$ cat config.mk
export PLATFORM = sky130hd
export DESIGN_NAME = cbst_seq_flat
export DESIGN_NICKNAME = d
export VERILOG_FILES = /design/src/sv/cbst_pkg.sv /design/src/sv/cbst_intf.sv /design/src/sv/cbst_seq.sv /design/src/flat_wrapper.sv
export SDC_FILE = /design/constraint.sdc
export NUM_CORES = 1
export LEC_CHECK = 0
export BUFFER_PORTS_ARGS = -buffer_cell sky130_fd_sc_hd__buf_2
export CAP_MARGIN = 0
export CORE_MARGIN = 5
export CORE_UTILIZATION = 51
export DETAILED_ROUTE_END_ITERATION = 6
export PLACE_DENSITY_LB_ADDON = 0.15
export SYNTH_ARGS = -nofsm -noshare
export SYNTH_HDL_FRONTEND = slang
export SYNTH_SLANG_ARGS = --single-unit
$ cat constraint.sdc
create_clock -name clk -period 12.2 [get_ports clk]
set_input_delay 0.61 -clock clk [delete_from_list [all_inputs] [get_ports clk]]
set_output_delay 0.61 -clock clk [all_outputs]
set_load 0.01 [all_outputs]
$ cat src/sv/cbst_pkg.sv
// Cubic Bezier segment tessellator: shared constants, register codes and types.
// No dependencies; every other file of the block imports this package.
package cbst_pkg;

	localparam int MAX_SEG_PTS_DEF = 64;
	localparam int COORD_W_DEF     = 16;

	localparam int NPTS   = 4;
	localparam int NAXIS  = 3;
	localparam int NCOORD = NPTS * NAXIS;

	localparam int T_W = 17;
	localparam logic [T_W-1:0] T_ONE = 17'h10000;

	localparam int IDX_W  = 6;
	localparam int SP_W   = 7;
	localparam int STEP_W = 17;
	localparam logic [SP_W-1:0]   SP_RESET   = 7'd64;
	localparam logic [STEP_W-1:0] STEP_RESET = 17'd1024;

	// Bernstein weights are Q1.48, split into high and low parts for the products
	localparam int W_W     = 49;
	localparam int W_FRAC  = 48;
	localparam int W_SPLIT = 24;

	localparam int CFG_IDX_W  = 4;
	localparam int CFG_DATA_W = 17;

	typedef enum logic [CFG_IDX_W-1:0] {
		REG_SEGMENT_POINTS = 4'd0,
		REG_PARAM_STEP     = 4'd1
	} cfg_reg_t;

	typedef struct packed {
		logic [IDX_W-1:0] idx;
		logic             last;
	} tag_t;

endpackage

$ cat src/sv/cbst_intf.sv
// Cubic Bezier segment tessellator: channel interfaces (segment in, point out, config).
// Depends on cbst_pkg.
interface cbst_seg_if #(parameter int CW = cbst_pkg::COORD_W_DEF);
	logic valid;
	logic ready;
	logic signed [CW-1:0] p0_x, p0_y, p0_z;
	logic signed [CW-1:0] p1_x, p1_y, p1_z;
	logic signed [CW-1:0] p2_x, p2_y, p2_z;
	logic signed [CW-1:0] p3_x, p3_y, p3_z;

	modport source (output valid, p0_x, p0_y, p0_z, p1_x, p1_y, p1_z,
		p2_x, p2_y, p2_z, p3_x, p3_y, p3_z, input ready);
	modport sink (input valid, p0_x, p0_y, p0_z, p1_x, p1_y, p1_z,
		p2_x, p2_y, p2_z, p3_x, p3_y, p3_z, output ready);
endinterface


$ cat src/sv/cbst_seq.sv
// Cubic Bezier segment tessellator: sequencer, holds the segment, issues one t per unstalled cycle.
// Depends on cbst_pkg and cbst_seg_if; feeds cbst_weight (stage s1).
module cbst_seq #(
	parameter int MAX_SEGMENT_POINTS = cbst_pkg::MAX_SEG_PTS_DEF,
	parameter int COORD_WIDTH        = cbst_pkg::COORD_W_DEF
) (
	input  logic clk,
	input  logic arst_n,
	cbst_seg_if.sink seg,
	input  logic [cbst_pkg::SP_W-1:0]   seg_pts,
	input  logic [cbst_pkg::STEP_W-1:0] step,
	output logic v_s1,
	input  logic rdy_s1,
	output logic [cbst_pkg::T_W-1:0] t_s1,
	output logic [cbst_pkg::T_W-1:0] u_s1,
	output cbst_pkg::tag_t tag_s1,
	output logic signed [COORD_WIDTH-1:0] coords_s1 [cbst_pkg::NCOORD]
);
	import cbst_pkg::*;

	localparam int IW = (MAX_SEGMENT_POINTS > 1) ? $clog2(MAX_SEGMENT_POINTS) : 1;
	localparam logic [SP_W-1:0] MAXN = SP_W'(MAX_SEGMENT_POINTS);

	logic busy_q;
	logic [T_W-1:0] t_q;
	logic [T_W-1:0] t_nxt;
	logic [T_W:0] t_sum;
	logic [IW-1:0] idx_q;
	logic [IW-1:0] nm1;
	logic signed [COORD_WIDTH-1:0] coords_q [NCOORD];
	logic signed [COORD_WIDTH-1:0] seg_coords [NCOORD];
	logic adv1, issue, is_last, accept;

	assign seg_coords[0]  = seg.p0_x;
	assign seg_coords[1]  = seg.p0_y;
	assign seg_coords[2]  = seg.p0_z;
	assign seg_coords[3]  = seg.p1_x;
	assign seg_coords[4]  = seg.p1_y;
	assign seg_coords[5]  = seg.p1_z;
	assign seg_coords[6]  = seg.p2_x;
	assign seg_coords[7]  = seg.p2_y;
	assign seg_coords[8]  = seg.p2_z;
	assign seg_coords[9]  = seg.p3_x;
	assign seg_coords[10] = seg.p3_y;
	assign seg_coords[11] = seg.p3_z;

	// zero points means one, too many means the maximum
	always_comb begin
		priority if (seg_pts == '0) begin
			nm1 = '0;
		end else if (seg_pts > MAXN) begin
			nm1 = IW'(MAX_SEGMENT_POINTS - 1);
		end else begin
			nm1 = IW'(seg_pts - 1'b1);
		end
	end

	assign adv1    = !v_s1 || rdy_s1;
	assign issue   = busy_q && adv1;
	assign is_last = (idx_q == nm1);
	assign seg.ready = !busy_q || (issue && is_last);
	assign accept  = seg.valid && seg.ready;

	// t saturates at 1.0
	assign t_sum = {1'b0, t_q} + {1'b0, step};
	assign t_nxt = (t_sum > {1'b0, T_ONE}) ? T_ONE : t_sum[T_W-1:0];

	always_ff @(posedge clk or negedge arst_n) begin
		if (!arst_n) begin
			busy_q <= 1'b0;
			t_q    <= '0;
			idx_q  <= '0;
			v_s1   <= 1'b0;
		end else begin
			if (adv1) begin
				v_s1 <= issue;
			end
			if (accept) begin
				busy_q <= 1'b1;
				t_q    <= '0;
				idx_q  <= '0;
			end else if (issue) begin
				if (is_last) begin
					busy_q <= 1'b0;
					t_q    <= '0;
					idx_q  <= '0;
				end else begin
					t_q   <= t_nxt;
					idx_q <= idx_q + 1'b1;
				end
			end
		end
	end

	always_ff @(posedge clk) begin
		if (accept) begin
			coords_q <= seg_coords;
		end
		if (issue) begin
			t_s1      <= t_q;
			u_s1      <= T_ONE - t_q;
			tag_s1    <= '{idx: IDX_W'(idx_q), last: is_last};
			coords_s1 <= coords_q;
		end
	end

	a_first_point: assert property (@(posedge clk) disable iff (!arst_n)
		accept |=> (busy_q && idx_q == '0 && t_q == '0))
		else $error("segment did not start at point zero");

	a_t_range: assert property (@(posedge clk) disable iff (!arst_n)
		busy_q |-> (t_q <= T_ONE))
		else $error("parameter beyond one");

	a_last_ends: assert property (@(posedge clk) disable iff (!arst_n)
		(issue && is_last && !accept) |=> !busy_q)
		else $error("sequencer still busy after last point");

endmodule

$ cat src/flat_wrapper.sv
// flat-port wrapper written by rule: the top's interface ports become plain ports
module cbst_seq_flat import cbst_pkg::*;
#(
	parameter int MAX_SEGMENT_POINTS = cbst_pkg::MAX_SEG_PTS_DEF,
	parameter int COORD_WIDTH        = cbst_pkg::COORD_W_DEF
)
  (clk, arst_n, seg_pts, step, v_s1, rdy_s1, t_s1, u_s1, tag_s1, coords_s1, seg_valid, seg_p0_x, seg_p0_y, seg_p0_z, seg_p1_x, seg_p1_y, seg_p1_z, seg_p2_x, seg_p2_y, seg_p2_z, seg_p3_x, seg_p3_y, seg_p3_z, seg_ready);
  cbst_seg_if seg_i ();
  input  logic clk;
  input  logic arst_n;
  input  logic [cbst_pkg::SP_W-1:0] seg_pts;
  input  logic [cbst_pkg::STEP_W-1:0] step;
  output logic v_s1;
  input  logic rdy_s1;
  output logic [cbst_pkg::T_W-1:0] t_s1;
  output logic [cbst_pkg::T_W-1:0] u_s1;
  output cbst_pkg::tag_t tag_s1;
  output logic signed [COORD_WIDTH-1:0] coords_s1[cbst_pkg::NCOORD];
  input wire logic [$bits(seg_i.valid)-1:0] seg_valid;
  input wire logic [$bits(seg_i.p0_x)-1:0] seg_p0_x;
  input wire logic [$bits(seg_i.p0_y)-1:0] seg_p0_y;
  input wire logic [$bits(seg_i.p0_z)-1:0] seg_p0_z;
  input wire logic [$bits(seg_i.p1_x)-1:0] seg_p1_x;
  input wire logic [$bits(seg_i.p1_y)-1:0] seg_p1_y;
  input wire logic [$bits(seg_i.p1_z)-1:0] seg_p1_z;
  input wire logic [$bits(seg_i.p2_x)-1:0] seg_p2_x;
  input wire logic [$bits(seg_i.p2_y)-1:0] seg_p2_y;
  input wire logic [$bits(seg_i.p2_z)-1:0] seg_p2_z;
  input wire logic [$bits(seg_i.p3_x)-1:0] seg_p3_x;
  input wire logic [$bits(seg_i.p3_y)-1:0] seg_p3_y;
  input wire logic [$bits(seg_i.p3_z)-1:0] seg_p3_z;
  output wire logic [$bits(seg_i.ready)-1:0] seg_ready;
  assign seg_i.valid = seg_valid;
  assign seg_i.p0_x = seg_p0_x;
  assign seg_i.p0_y = seg_p0_y;
  assign seg_i.p0_z = seg_p0_z;
  assign seg_i.p1_x = seg_p1_x;
  assign seg_i.p1_y = seg_p1_y;
  assign seg_i.p1_z = seg_p1_z;
  assign seg_i.p2_x = seg_p2_x;
  assign seg_i.p2_y = seg_p2_y;
  assign seg_i.p2_z = seg_p2_z;
  assign seg_i.p3_x = seg_p3_x;
  assign seg_i.p3_y = seg_p3_y;
  assign seg_i.p3_z = seg_p3_z;
  assign seg_ready = seg_i.ready;
  cbst_seq #(.MAX_SEGMENT_POINTS(MAX_SEGMENT_POINTS), .COORD_WIDTH(COORD_WIDTH)) u_core (.clk(clk), .arst_n(arst_n), .seg(seg_i), .seg_pts(seg_pts), .step(step), .v_s1(v_s1), .rdy_s1(rdy_s1), .t_s1(t_s1), .u_s1(u_s1), .tag_s1(tag_s1), .coords_s1(coords_s1));
endmodule
==> run_results.csv <==
group,metric,value,unit
status,status,"complete, no violations",
route,ant_nets,0,
sta,finalSetupTns,0,ns
power,peakVddDrop,0.0001891,V
setup_path,cp_max_fo,80,
die,num_rows,63,
route,drt-initial-drc-count,612,
sta,slew_headroom,30.89,%
grt,grt_pass1_vias,8316,
placement,dp.cells,1564,
setup_path,worst_r2r_endpoint,"u_core.coords_q[99]",
setup_path,cp-endpoint,"u_core.coords_q[99]",
route,drc_errors,0,
logic_synthesis,synthArstFlopShare,5.568,%
grt,antenna_found_initial,16,
cells_and_area,stdcell_area,19350,µm²
power,total_power,3.863,mW
cts,post_cts_buffers,0,
logic_synthesis,synth_warnings,0,
job,max-cap-violations,0,
logic_synthesis,synth-seq-cells,449,
logic_synthesis,syn_area,15210,µm²
cts,cts-root-buf,"clkbuf_16",
sta,min_period_over_period,34.24,%
setup_path,arrival,4.32,ns
sta,tightest_slew,1.037,ns
placement,routabilityCongestion,0.8757,
route,dr_wl_met3,3.428,mm
sta,maxSlewViolCount,0,
grt,grt_max_degree,81,
route,vias,8248,
setup_path,end_kind,"register",
grt,grt_use_total,20.12,%
route,wl_met2,18.12,mm
grt,gr-total-overflow,0,
cts,post_cts_resized,0,
die,fp.coreArea,29560,µm²
die,die_y,182.7,µm
cells_and_area,drive_gt1_share,42.24,%
logic_synthesis,ys_seq_area_share,87.85,%
power,p_leak,7.569,nW
die,initial_core_util,51.44,%
cts,cts_tree,"done",
sta,finalSetupViolCount,0,
logic_synthesis,synth_nets,962,
sta,finClkSkew,0.01652,ns
sta,grt_setup_unrepaired,"no",
cts,numClockSinks,449,
logic_synthesis,ys.flop_type,"edfxtp_1",
route,drtPass1Iterations,5,
sta,fmax,239.4,MHz
setup_path,worstPathCellList,"buf_2 -> or3_4 -> or2_1 -> maj3_2 -> xor2_1 -> or4_4 -> o31ai_4 -> and2_4 -> buf_4",
route,drt-vias-per-instance,5.005,
sta,finalHoldViolCount,0,
setup_path,cp_slowest_cell,"buf_4",
cts,clk_latency,0.54,ns
die,io_pins,455,
cells_and_area,num-nets-final,1462,
setup_path,required,12.35,ns
placement,place_area,17990,µm²
cells_and_area,finalNonFillerCells,1648,
setup_path,rrSetupSlack,8.22,ns
die,die_area,33370,µm²
route,wl,35.01,mm
cells_and_area,final_common_cell,"buf_2",
setup_path,path_class,"in -> reg",
setup_path,ff2ff_path_depth,8,
cts,ctsHoldBuffers,0,
setup_path,critPathMaxStageDelay,0.87,ns
worst_hold_path,hold_class,"in -> async",
cts,max-clock-path-buffers,3,
cts,h-tree-depth,2,
setup_path,cp-startpoint,"seg_pts[2]",
power,power_density,199.6,nW/µm²
route,post_drt_wl_per_cell,21.24,µm
setup_path,r2r_start,"u_core.idx_q[2]",
logic_synthesis,synthDistinctLibCells,53,
logic_synthesis,syn_avg_cell_area,21.12,µm²
route,highest_layer,"met5",
logic_synthesis,synthCells,720,
placement,hpwl,25.50,mm
setup_path,cp-start-kind,"primary input",
placement,io_buffers,454,
die,chipWidth,182.7,µm
cts,path_clk_slew,0.06,ns
route,wl_met1,12.50,mm
cts,cts_made_buffers,44,
logic_synthesis,synth_edf_count,424,
sta,min_period,4.178,ns
cells_and_area,area_growth_syn_to_layout,27.25,%
cells_and_area,final_cell_mix,"454 x buf_2, 424 x edfxtp_1, 44 x clkbuf_16, 38 x nand2_1, 25 x dfrtp_1",
grt,grt_pass1_wl,50.40,mm
per-stage QoR:
stage | setup slack (ns) | hold WS [ns] | utilization [%]
after floorplan | 2.909 | 0.3144 | -
after global placement | 7.507 | 0.4002 | 60.85
after detailed placement | 7.422 | 0.4045 | 60.85
after CTS | 8.007 | 0.09239 | 65.39
after global routing | 7.832 | 0.1297 | 65.45
final | 8.022 | 0.09582 | 65.46
registers in the layout, summed over array words and instances, names as in the netlist:
register / flops
u_core.coords_q: 192
u_core.idx_q: 6
u_core.t_q: 17
u_core.v_s1: 1
u_core.t_s1: 16
u_core.busy_q: 1
u_core.tag_s1: 7
u_core.coords_s1: 192
u_core.u_s1: 17
critical path, delay by kind of cell:
kind / cells / cell delay (ns)
xor+xnor: 1 / 0.14
simple gates: 4 / 1.89
compound gates: 1 / 0.23
fa+ha+maj: 1 / 0.34
buf+inv: 2 / 1.00
layer usage:
| layer | vias to the layer above | global-route usage [%] |
|---|---|---|
| met2 | 349 | 35.10 |
| met5 | - | 0 |
| li1 | 3827 | - |
| met3 | 84 | 6.837 |
| met1 | 3972 | 23.78 |
| met4 | 16 | 6.004 |
cell usage after synthesis (all sizes together) (4+ instances only):
cell type	count	area [µm²]
a2111oi	4	35.03
a211oi	7	52.55
a21o	6	45.04
a21oi	9	45.04
and2	5	31.28
clkbuf	5	18.77
dfrtp	25	625.6
edfxtp	424	12730
ha	21	262.8
inv	12	45.04
nand2	38	142.6
nand2b	10	62.56
nand3	4	20.02
nor2	17	71.32
nor2b	6	37.54
nor3	13	65.06
o21ai	22	110.1
o31ai	6	58.81
or3	5	36.28
xnor2	23	201.4
xor2	15	131.4
logic make-up after synthesis:
kind of cell	count (synthesis)	synth area share, %
XOR/XNOR	38	2.189
flip-flops	449	87.85
adder cells (fa/ha/maj)	23	1.934
buffers and inverters	19	0.5431
AO/OA/AOI/OAI	77	3.645
AND/OR/NAND/NOR	114	3.843
how the worst min path moves through the flow:
stage | slack (ns) | start | to | cells past startpoint
floorplan | 0.31 | arst_n | u_core.busy_q | 0
global route | 0.13 | arst_n | u_core.idx_q[5] | 1
CTS | 0.09 | arst_n | u_core.idx_q[2] | 1
global placement | 0.40 | u_core.coords_q[81] | u_core.coords_s1[81] | 0
finish | 0.1 | arst_n | u_core.v_s1 | 1
detailed placement | 0.40 | u_core.coords_q[124] | u_core.coords_s1[124] | 0
report_power, final:
part	switching, mW	internal, mW	total (mW)	leakage, nW
logic	0.377	0.281	0.658	2.58
registers	0.0833	1.86	1.95	4.33
clock network	0.532	0.728	1.26	0.656
cell type report:
class,count,area (µm²)
clock buffer,55,1142
tap,390,488.0
antenna,8,20.02
fill,2127,10210
clock inverter,21,201.4
multi-input combinational,252,1770
inverter,12,45.04
timing repair buffer,461,2325
sequential,449,13360
Power figures use the tool's default switching activity.
